==> src/line_point_generator_unit_macros.svh <==
// ----------------------------------------------------------------------------
// line_point_generator_unit_macros
// assertion macros used by the line point generator unit
// ----------------------------------------------------------------------------
`ifndef LINE_POINT_GENERATOR_UNIT_MACROS_SVH
`define LINE_POINT_GENERATOR_UNIT_MACROS_SVH

`ifndef ASSERT_OFF

// condition holds on every clock edge out of reset
`define LPG_ASSERT_ALWAYS(lbl, clk, rst_n, cond) \
    lbl: assert property (@(posedge clk) disable iff (!(rst_n)) (cond)) \
        else $error("assertion failed: always");

// antecedent implies consequent in the same cycle
`define LPG_ASSERT_SAME(lbl, clk, rst_n, ante, cons) \
    lbl: assert property (@(posedge clk) disable iff (!(rst_n)) (ante) |-> (cons)) \
        else $error("assertion failed: same cycle implication");

// antecedent implies consequent in the next cycle
`define LPG_ASSERT_NEXT(lbl, clk, rst_n, ante, cons) \
    lbl: assert property (@(posedge clk) disable iff (!(rst_n)) (ante) |=> (cons)) \
        else $error("assertion failed: next cycle implication");

`else

`define LPG_ASSERT_ALWAYS(lbl, clk, rst_n, cond)
`define LPG_ASSERT_SAME(lbl, clk, rst_n, ante, cons)
`define LPG_ASSERT_NEXT(lbl, clk, rst_n, ante, cons)

`endif

`endif

==> src/lpg_pkg.sv <==
// ----------------------------------------------------------------------------
// lpg_pkg
// shared constants and types of the line point generator
// ----------------------------------------------------------------------------
package lpg_pkg;

    // coordinate width of every endpoint and point
    localparam int COORD_WIDTH = 6;

    // operands of one step of the remainder unit
    typedef struct packed {
        logic [COORD_WIDTH-1:0]        rem;
        logic [COORD_WIDTH-1:0]        v;
        logic signed [COORD_WIDTH:0]   delta;
        logic [COORD_WIDTH-1:0]        span;
    } t_step_in;

    // result of one step of the remainder unit
    typedef struct packed {
        logic [COORD_WIDTH-1:0] rem;
        logic [COORD_WIDTH-1:0] v;
    } t_step_res;

endpackage

==> src/lpg_step.sv <==
// ----------------------------------------------------------------------------
// lpg_step
// one step of the slope remainder: adds the signed minor-axis delta to the running
// remainder and folds it back into [0, span), moving v by one if needed
// ----------------------------------------------------------------------------
module lpg_step (
    input  lpg_pkg::t_step_in  i_step,
    output lpg_pkg::t_step_res o_step
);
    import lpg_pkg::*;

    logic signed [COORD_WIDTH+1:0] sum;
    logic signed [COORD_WIDTH+1:0] span_s;

    // running remainder plus signed delta
    assign span_s = $signed({2'b00, i_step.span});
    assign sum    = $signed({2'b00, i_step.rem})
                  + $signed({i_step.delta[COORD_WIDTH], i_step.delta});

    // fold back into range, one correction is enough since |delta| <= span
    always_comb begin
        if (sum >= span_s) begin
            o_step.rem = COORD_WIDTH'(sum - span_s);
            o_step.v   = COORD_WIDTH'(i_step.v + 1'b1);
        end else if (sum < 0) begin
            o_step.rem = COORD_WIDTH'(sum + span_s);
            o_step.v   = COORD_WIDTH'(i_step.v - 1'b1);
        end else begin
            o_step.rem = COORD_WIDTH'(sum);
            o_step.v   = i_step.v;
        end
    end

endmodule

==> src/line_point_generator_unit.sv <==
// ----------------------------------------------------------------------------
// line_point_generator_unit
// emits every raster point of a line between two endpoints, stepping the
// major axis from its smaller end and tracking the minor axis by remainder
//
//   channel | direction | handshake                 | payload
//   --------+-----------+---------------------------+---------------------------
//   in      | input     | i_in_valid / o_in_stall   | x_start y_start x_end y_end
//   out     | output    | o_out_valid / i_out_stall | point_x point_y is_last
//
// a request passes through a setup state, then span + 1 points, one per cycle when
// the output is not stalled; span is the larger of the two axis spans
// the next request is taken the cycle after the last point is delivered
// an output stall holds the current point; the remainder unit steps only
// when a point is taken
// reset is synchronous, active low, and returns the sequencer to idle
// ----------------------------------------------------------------------------
`include "line_point_generator_unit_macros.svh"

module line_point_generator_unit (
    input  logic                         i_clk,
    input  logic                         i_rst_n,
    input  logic                         i_in_valid,
    output logic                         o_in_stall,
    input  logic [lpg_pkg::COORD_WIDTH-1:0] i_x_start,
    input  logic [lpg_pkg::COORD_WIDTH-1:0] i_y_start,
    input  logic [lpg_pkg::COORD_WIDTH-1:0] i_x_end,
    input  logic [lpg_pkg::COORD_WIDTH-1:0] i_y_end,
    output logic                         o_out_valid,
    input  logic                         i_out_stall,
    output logic [lpg_pkg::COORD_WIDTH-1:0] o_point_x,
    output logic [lpg_pkg::COORD_WIDTH-1:0] o_point_y,
    output logic                         o_is_last
);
    import lpg_pkg::*;

    localparam logic [1:0] ST_IDLE  = 2'd0;
    localparam logic [1:0] ST_SETUP = 2'd1;
    localparam logic [1:0] ST_RUN   = 2'd2;

    logic [1:0]                    r_state, n_state;
    logic [COORD_WIDTH-1:0]        r_x0, r_y0, r_x1, r_y1;
    logic [COORD_WIDTH-1:0]        r_u, n_u;
    logic [COORD_WIDTH-1:0]        r_ub, n_ub;
    logic [COORD_WIDTH-1:0]        r_v, n_v;
    logic [COORD_WIDTH-1:0]        r_rem, n_rem;
    logic [COORD_WIDTH-1:0]        r_span, n_span;
    logic signed [COORD_WIDTH:0]   r_delta, n_delta;
    logic                          r_major, n_major;

    logic [COORD_WIDTH-1:0]        dx, dy;
    logic                          major;
    logic [COORD_WIDTH-1:0]        ua, va, ub, vb;
    logic                          in_take, out_take, last;
    t_step_in                      step_in;
    t_step_res                     step_res;

    // handshakes
    assign o_in_stall  = (r_state != ST_IDLE);
    assign in_take     = i_in_valid && !o_in_stall;
    assign o_out_valid = (r_state == ST_RUN);
    assign out_take    = o_out_valid && !i_out_stall;
    assign last        = (r_u == r_ub);

    // current point, axes swapped back for y-major lines
    assign o_point_x = r_major ? r_u : r_v;
    assign o_point_y = r_major ? r_v : r_u;
    assign o_is_last = last;

    // setup: spans, major axis and ordering of the endpoints
    always_comb begin
        dx    = (r_x1 > r_x0) ? r_x1 - r_x0 : r_x0 - r_x1;
        dy    = (r_y1 > r_y0) ? r_y1 - r_y0 : r_y0 - r_y1;
        major = (dx >= dy);
        if (major) begin
            ua = r_x0; va = r_y0; ub = r_x1; vb = r_y1;
        end else begin
            ua = r_y0; va = r_x0; ub = r_y1; vb = r_x1;
        end
        if (ub < ua) begin
            {ua, ub} = {ub, ua};
            {va, vb} = {vb, va};
        end
    end

    // remainder step unit
    assign step_in.rem   = r_rem;
    assign step_in.v     = r_v;
    assign step_in.delta = r_delta;
    assign step_in.span  = r_span;

    lpg_step u_step (
        .i_step (step_in),
        .o_step (step_res)
    );

    // sequencer
    always_comb begin
        n_state = r_state;
        n_u     = r_u;
        n_ub    = r_ub;
        n_v     = r_v;
        n_rem   = r_rem;
        n_span  = r_span;
        n_delta = r_delta;
        n_major = r_major;
        case (r_state)
            ST_IDLE: begin
                if (in_take) begin
                    n_state = ST_SETUP;
                end
            end
            ST_SETUP: begin
                n_u     = ua;
                n_ub    = ub;
                n_v     = va;
                n_rem   = '0;
                n_span  = major ? dx : dy;
                n_delta = $signed({1'b0, vb}) - $signed({1'b0, va});
                n_major = major;
                n_state = ST_RUN;
            end
            ST_RUN: begin
                if (out_take) begin
                    if (last) begin
                        n_state = ST_IDLE;
                    end else begin
                        n_u   = COORD_WIDTH'(r_u + 1'b1);
                        n_v   = step_res.v;
                        n_rem = step_res.rem;
                    end
                end
            end
            default: begin
                n_state = ST_IDLE;
            end
        endcase
    end

    // control state
    always_ff @(posedge i_clk) begin
        if (!i_rst_n) begin
            r_state <= ST_IDLE;
        end else begin
            r_state <= n_state;
        end
    end

    // request capture and stepping datapath
    always_ff @(posedge i_clk) begin
        if (in_take) begin
            r_x0 <= i_x_start;
            r_y0 <= i_y_start;
            r_x1 <= i_x_end;
            r_y1 <= i_y_end;
        end
        r_u     <= n_u;
        r_ub    <= n_ub;
        r_v     <= n_v;
        r_rem   <= n_rem;
        r_span  <= n_span;
        r_delta <= n_delta;
        r_major <= n_major;
    end

    // checks
    `LPG_ASSERT_SAME(a_rem_range, i_clk, i_rst_n, (r_state == ST_RUN) && (r_span != '0), r_rem < r_span)
    `LPG_ASSERT_SAME(a_u_bound, i_clk, i_rst_n, r_state == ST_RUN, r_u <= r_ub)
    `LPG_ASSERT_NEXT(a_u_step, i_clk, i_rst_n, out_take && !last, r_u == COORD_WIDTH'($past(r_u) + 1'b1))
    `LPG_ASSERT_NEXT(a_last_ends, i_clk, i_rst_n, out_take && last, !o_out_valid && !o_in_stall)

endmodule
==> config.mk <==
export PLATFORM = sky130hd
export DESIGN_NAME = line_point_generator_unit
export DESIGN_NICKNAME = d
export VERILOG_FILES = /design/src/lpg_pkg.sv /design/src/lpg_step.sv /design/src/line_point_generator_unit.sv
export VERILOG_INCLUDE_DIRS = /design/src /design/src/src
export SDC_FILE = /design/constraint.sdc
export NUM_CORES = 1
export LEC_CHECK = 0
export BUFFER_PORTS_ARGS = -buffer_cell sky130_fd_sc_hd__buf_2
export CAP_MARGIN = 20
export CORE_ASPECT_RATIO = 1.1
export CORE_MARGIN = 2
export CORE_UTILIZATION = 39
export DETAILED_ROUTE_END_ITERATION = 10
export PLACE_DENSITY_LB_ADDON = 0.1
export SYNTH_ARGS = -nofsm -noshare
export SYNTH_HDL_FRONTEND = slang
export SYNTH_SLANG_ARGS = --single-unit
==> constraint.sdc <==
create_clock -name i_clk -period 11.6 [get_ports i_clk]
set_clock_uncertainty 0.1 [all_clocks]
set_input_delay 0.58 -clock i_clk [delete_from_list [all_inputs] [get_ports i_clk]]
set_output_delay 0.58 -clock i_clk [all_outputs]
set_load 0.03 [all_outputs]
==> results.toml, run 1 <==
[outcome]
status = "finished clean"

[floorplanning]
start_util_pct = 39.95
core_area_um2 = 13790
die_y_um = 128.7
ios = 43
dieArea_um2 = 15100
row_count = 45
chipWidth_um = 117.3

[yosys]
synthArstFlopShare_pct = 0
synth_xor_area_share_pct = 6.356
synthTopCellsByArea = "edfxtp_1, ha_1, mux2i_1"
synth.avg_cell_area_um2 = 10.09
synth-compound-area-share_pct = 16.39
ys_warn_count = 0
synth_edf_count = 62
syn-num-nets = 642
synthFlopType = "edfxtp_1"
ys_seq_area_share_pct = 34.51
synthAdderAreaFrac_pct = 16.53
synth_top_area_cell = "edfxtp_1"
netlist_instances = 546
yosysTopAreaCellShare_pct = 33.78
synth_top_family_by_area = "adder cells"
ys_types = 61
synth_area_um2 = 5512
ys_ff_latch = 64
synth-simple-area-share_pct = 9.081
synth_mux_area_share_pct = 11.28

[grt]
grt_antenna_before_repair = 0
grt_pass1_vias = 3885
grt_pass1_wl_um = 20640
grtUsageTotal_pct = 17.69
grt_max_degree = 37
grt_overflow = 0

[sta]
fin_crit_ps = 7861
min_period_over_period_pct = 67.77
fmaxAchievable_mhz = 127.2
tightest_slew_ps = 850.8
tns_ps = 0
setup_violations = 0
drv_slew = 0
rsz0062_at_grt = "false"
hold_viol_final = 0
max_slew_margin_pct = 43.28

[clocking]
clk_pin_slew_ps = 50
cts_root_buf = "clkbuf_16"
post_cts_buffers = 0
clk_path_buf_depth = 2
numCtsBuffers = 9
cts_sinks = 64
h-tree-depth = 3
cts_tree = "done"
postCtsHoldBufs = 0
insertion_delay_ps = 340
cts-resized-gates = 0

[placed_design]
hpwl_um = 10220
port-buffer-count = 42
gp_congestion = 0.8905

[routing]
drc = 0
wl_per_cell_um = 16.43
vias = 4035
first_iter_violations = 220
ant_nets = 0
drt-total-wl_um = 12740
first_pass_iters = 5
vias_per_cell = 5.206

[min_path]
holdPathEnd = "r_y0[2]$_DFFE_PP_"
hp-class = "in2reg"
hold_start = "i_y_start[2]"
hold_depth = 1

[worst_setup_path]
reg2reg_setup_slack_ps = 3740
required_ps = 11580
r2r-start = "r_y1[0]$_DFFE_PP_"
critical_path.most_common_cell = "ha_1"
cp_slowest_cell = "o31ai_4"
r2r_cells = 29
r2r-end = "r_delta[6]$_DFFE_PN_"
max_stage_delay_ps = 760
critPathCaptureType = "flop"
crit_type = "reg2reg"
arrival_ps = 7840
startpoint_type = "flop"
path_max_fanout = 36

[finish]
fin_util_pct = 44.77
drive_gt1_share_pct = 15.67
area_delta_synth_final_pct = 12.05
diodes = 0
nets = 680

[flow_run]
cap_violations = 0
-- synthesized netlist by cell type (all sizes together) (3+ instances only) --
| cell | n |
|---|---|
| inv | 59 |
| nand2 | 18 |
| nand2b | 6 |
| a211oi | 8 |
| a221oi | 7 |
| a21oi | 51 |
| nor3 | 4 |
| o31ai | 6 |
| a21o | 11 |
| nor2 | 36 |
| nor2b | 6 |
| nand4 | 4 |
| xor2 | 21 |
| mux2i | 43 |
| edfxtp | 62 |
| o21ai | 21 |
| o22ai | 3 |
| o21a | 5 |
| buf | 9 |
| or2 | 5 |
| and2 | 7 |
| xnor2 | 19 |
| ha | 60 |
| mux2 | 17 |
| fa | 8 |
| o21bai | 7 |
| clkbuf | 11 |
| nand3 | 8 |
-- stage by stage --
stage,std cells,hold slack (ps),instance area (um2),worst slack [ps]
after detailed placement,761,623.0,5901,3744
final,775,318.8,6176,3739
after floorplan,546,547.6,5512,5096
after global routing,775,300.9,6176,3144
after CTS,775,303.8,6176,3722
after global placement,761,634.3,5901,3964
-- area by class of cell --
type                       instances  area [um2]
clock buffer                       9       225.2
clock inverter                     5       50.05
fill                            1346        7619
inverter                          59       221.5
multi-input combinational        403        3294
sequential                        64        1902
tap                              188       235.2
timing repair buffer              47       247.7
-- routing by layer --
| metal | vias to the layer above | track usage, % | routed length [um] | part of all wire, % |
|---|---|---|---|---|
| met3 | 9 | 3.546 | 455 | 3.6 |
| met4 | 0 | 5.032 | 148 | 1.2 |
| met1 | 1916 | 23.92 | 6202 | 49 |
| met5 | - | 0 | 0 | 0 |
| li1 | 2046 | - | - | - |
| met2 | 64 | 29.03 | 5930 | 47 |
-- registers in the layout, summed over array words and instances (netlist names), 2 cells and up --
name / cells
r_delta: 7
r_rem: 6
r_span: 6
r_u: 6
r_ub: 6
r_v: 6
r_x0: 6
r_x1: 6
r_y0: 6
r_y1: 6
r_state: 2
-- cell usage in the layout (no fill, tap or decap), types with 8 or more instances in the layout --
cell	netlist	routed
a21o_1	11	11
a21oi_1	50	50
buf_2	6	42
clkbuf_16	0	9
edfxtp_1	62	62
fa_1	8	8
ha_1	60	60
inv_1	57	57
mux2_2	15	15
mux2i_1	43	43
nand2_1	18	18
nand3_1	8	8
nor2_1	34	33
o21ai_0	10	10
o21ai_1	10	10
xnor2_1	19	19
xor2_1	21	21
-- worst max path at each step --
stage	endpoint	slack, ps	start
final	r_delta[6]$_DFFE_PN_	3740	r_y1[0]$_DFFE_PP_
after global routing	r_delta[5]$_DFFE_PN_	3140	r_y1[0]$_DFFE_PP_
after CTS	r_delta[6]$_DFFE_PN_	3720	r_y1[0]$_DFFE_PP_
after detailed placement	r_delta[6]$_DFFE_PN_	3740	r_y1[0]$_DFFE_PP_
after global placement	r_delta[6]$_DFFE_PN_	3960	r_y1[0]$_DFFE_PP_
after floorplan	r_delta[6]$_DFFE_PN_	5100	r_y1[0]$_DFFE_PP_
-- critical path: cells and delay by family (launching register included) --
| kind | cells | cell delay [ps] |
|---|---|---|
| fa+ha+maj | 6 | 1830 |
| simple gates | 6 | 790 |
| xor+xnor | 1 | 120 |
| flops | 1 | 440 |
| mux | 3 | 1060 |
| buf+inv | 5 | 1140 |
| compound gates | 8 | 2090 |
-- logic make-up after synthesis --
kind of cell               after synthesis
AOI/OAI and AO/OA                      135
and+or+nand+nor                        100
buffers and inverters                   79
adders and majority gates               68
DFF                                     64
muxes                                   60
xor gates and xnor gates                40
Power of run 1 is not shown: default switching activity piles up to over one toggle a cycle in this logic, so the estimate is an artifact.
==> inputs of run 2 (changes only) <==
- ABC_AREA: not set -> 1
- clock period: 11.6 -> 6.98 ns (I/O delays scaled with it)
==> run 2 against run 1 <==
Compared with the run above:
- cell area up 0.65%
- final cell count up 22%
- setup slack worse by 3100 ps
- hold slack worse by 230 ps
- routed wire length up 2.3%
- non-clock buffer count up 1
- critical endpoint is now r_delta[5]$_DFFE_PN_
==> results.toml, run 2 <==
[clocking]
post_cts_buffers = 0
numCtsBuffers = 9
clk_path_buf_depth = 2
cts_sinks = 64
clk_pin_slew_ps = 50
cts_tree = "done"
cts_root_buf = "clkbuf_16"
h-tree-depth = 3
postCtsHoldBufs = 0
insertion_delay_ps = 340

[finish]
diodes = 0
regMostFlops = "r_delta"
area_delta_synth_final_pct = 11.64
fin_util_pct = 44.70
drive_gt1_share_pct = 10.70
largest_reg_flops = 7
mostFrequentLayoutCells = "nand2_1, inv_1, edfxtp_1"
stdcell_area_um2 = 6216
final_common_cell = "nand2_1"
nets = 848

[yosys]
ys_types = 36
synthArstFlopShare_pct = 0
synthFlopType = "edfxtp_1"
syn-num-nets = 811
netlist_instances = 715
synth_top_area_cell = "edfxtp_1"
ys_ff_latch = 64
synthTopCellsByArea = "edfxtp_1, ha_1, nand2_1"
yosysMostFrequentCell = "nand2_1"
yosysTopAreaCellShare_pct = 33.44
synth.avg_cell_area_um2 = 7.787
synthTopCellsByCount = "nand2_1, inv_1, edfxtp_1"
ys_warn_count = 0
ys_seq_area_share_pct = 34.16
synth_area_um2 = 5568
synth_edf_count = 62

[routing]
first_iter_violations = 250
first_pass_iters = 4
vias = 4599
wl_per_cell_um = 13.79
ant_nets = 0
drc = 0
drt-total-wl_um = 13030
vias_per_cell = 4.867

[sta]
min_period_over_period_pct = 91.54
fmaxAchievable_mhz = 156.5
tightest_slew_ps = 665.7
holdWs_ps = 88.09
drv_slew = 0
fin_crit_ps = 6389
hold_viol_final = 0
max_slew_margin_pct = 55.62
setup_violations = 0
tns_ps = 0

[floorplanning]
ios = 43
die_y_um = 129.3
row_count = 45
dieArea_um2 = 15250
core_area_um2 = 13910
start_util_pct = 40.04
chipWidth_um = 117.9

[worst_setup_path]
crit_type = "reg2reg"
startpoint_type = "flop"
critical_path.most_common_cell = "nand2_1"
arrival_ps = 6360
max_stage_delay_ps = 430
path_max_fanout = 36
cp_slowest_cell = "a211oi_4"
r2r-start = "r_x1[0]$_DFFE_PP_"
critical_path.startpoint = "r_x1[0]$_DFFE_PP_"
critPathCaptureType = "flop"
required_ps = 6950

[grt]
grtUsageTotal_pct = 17.82
grt_pass1_vias = 4378
grt_max_degree = 37
grt_antenna_before_repair = 0
grt_overflow = 0
grt_pass1_wl_um = 21340

[placed_design]
detailed_place.area_um2 = 5946
gp_congestion = 0.9698
hpwl_um = 10650
port-buffer-count = 42

[min_path]
hold_start = "i_x_end[2]"
hp-class = "in2reg"

[flow_run]
cap_violations = 0

[outcome]
status = "finished clean"
==> run 2: final timing paths <==
path / end / cells after the start / slack, ps
setup / recovery: r_delta[5]$_DFFE_PN_ / 34 / 590
setup reg to reg: r_delta[5]$_DFFE_PN_ / 34 / 590
hold / removal: r_x1[2]$_DFFE_PP_ / 1 / 90
hold reg to reg: r_state[1]$_SDFFE_PN0P_ / 3 / 500
==> run 2: cell type report <==
| type | count | area (um2) |
|---|---|---|
| clock inverters | 2 | 10.01 |
| well taps | 188 | 235.2 |
| clock buffers | 14 | 244.0 |
| repair buffers | 48 | 255.2 |
| inverters | 112 | 420.4 |
| fillers | 1405 | 7691 |
| multi-input cells | 517 | 3149 |
| flip-flops and latches | 64 | 1902 |
==> run 2: metal layers <==
layer	part of all wire, %	vias to the layer above	track usage (%)
met5	0	-	0
met4	3.2	0	8.930
met3	3.0	24	3.125
met2	47	83	29.89
met1	47	2088	22.34
li1	-	2404	-
==> run 2: through the flow <==
stage,setup slack (ps),std cells
2_1_floorplan,1446,715
3_3_place_gp,651.9,929
3_5_place_dp,477.0,929
4_1_cts,461.6,945
5_1_grt,-7.136,945
6_report,590.6,945
==> run 2: timing repair <==
item                                    in CTS  in global routing
resized for setup                            0                  2
endpoints found under the hold margin        0                  0
endpoints found under the setup margin       0                  3
==> run 2: kinds of logic (layout without fill, tap and decap cells) <==
family,Yosys count,after routing,synth area share [%]
flops,64,64,34.16
fa+ha+maj,68,68,16.36
xor+xnor,38,38,5.978
buf+inv,134,176,9.618
mux,1,1,0.1798
simple gates,283,283,21.53
compound gates,127,127,12.18
==> run 2: worst max-delay path: cells and delay by family (launching register included) <==
kind / cells / cell delay (ps)
AND/OR/NAND/NOR: 13 / 1620
buffers and inverters: 6 / 580
XOR/XNOR: 1 / 90
adder cells (fa/ha/maj): 5 / 1530
AO/OA/AOI/OAI: 9 / 1750
flip-flops: 1 / 410
Power of run 2 is left out for the same reason.
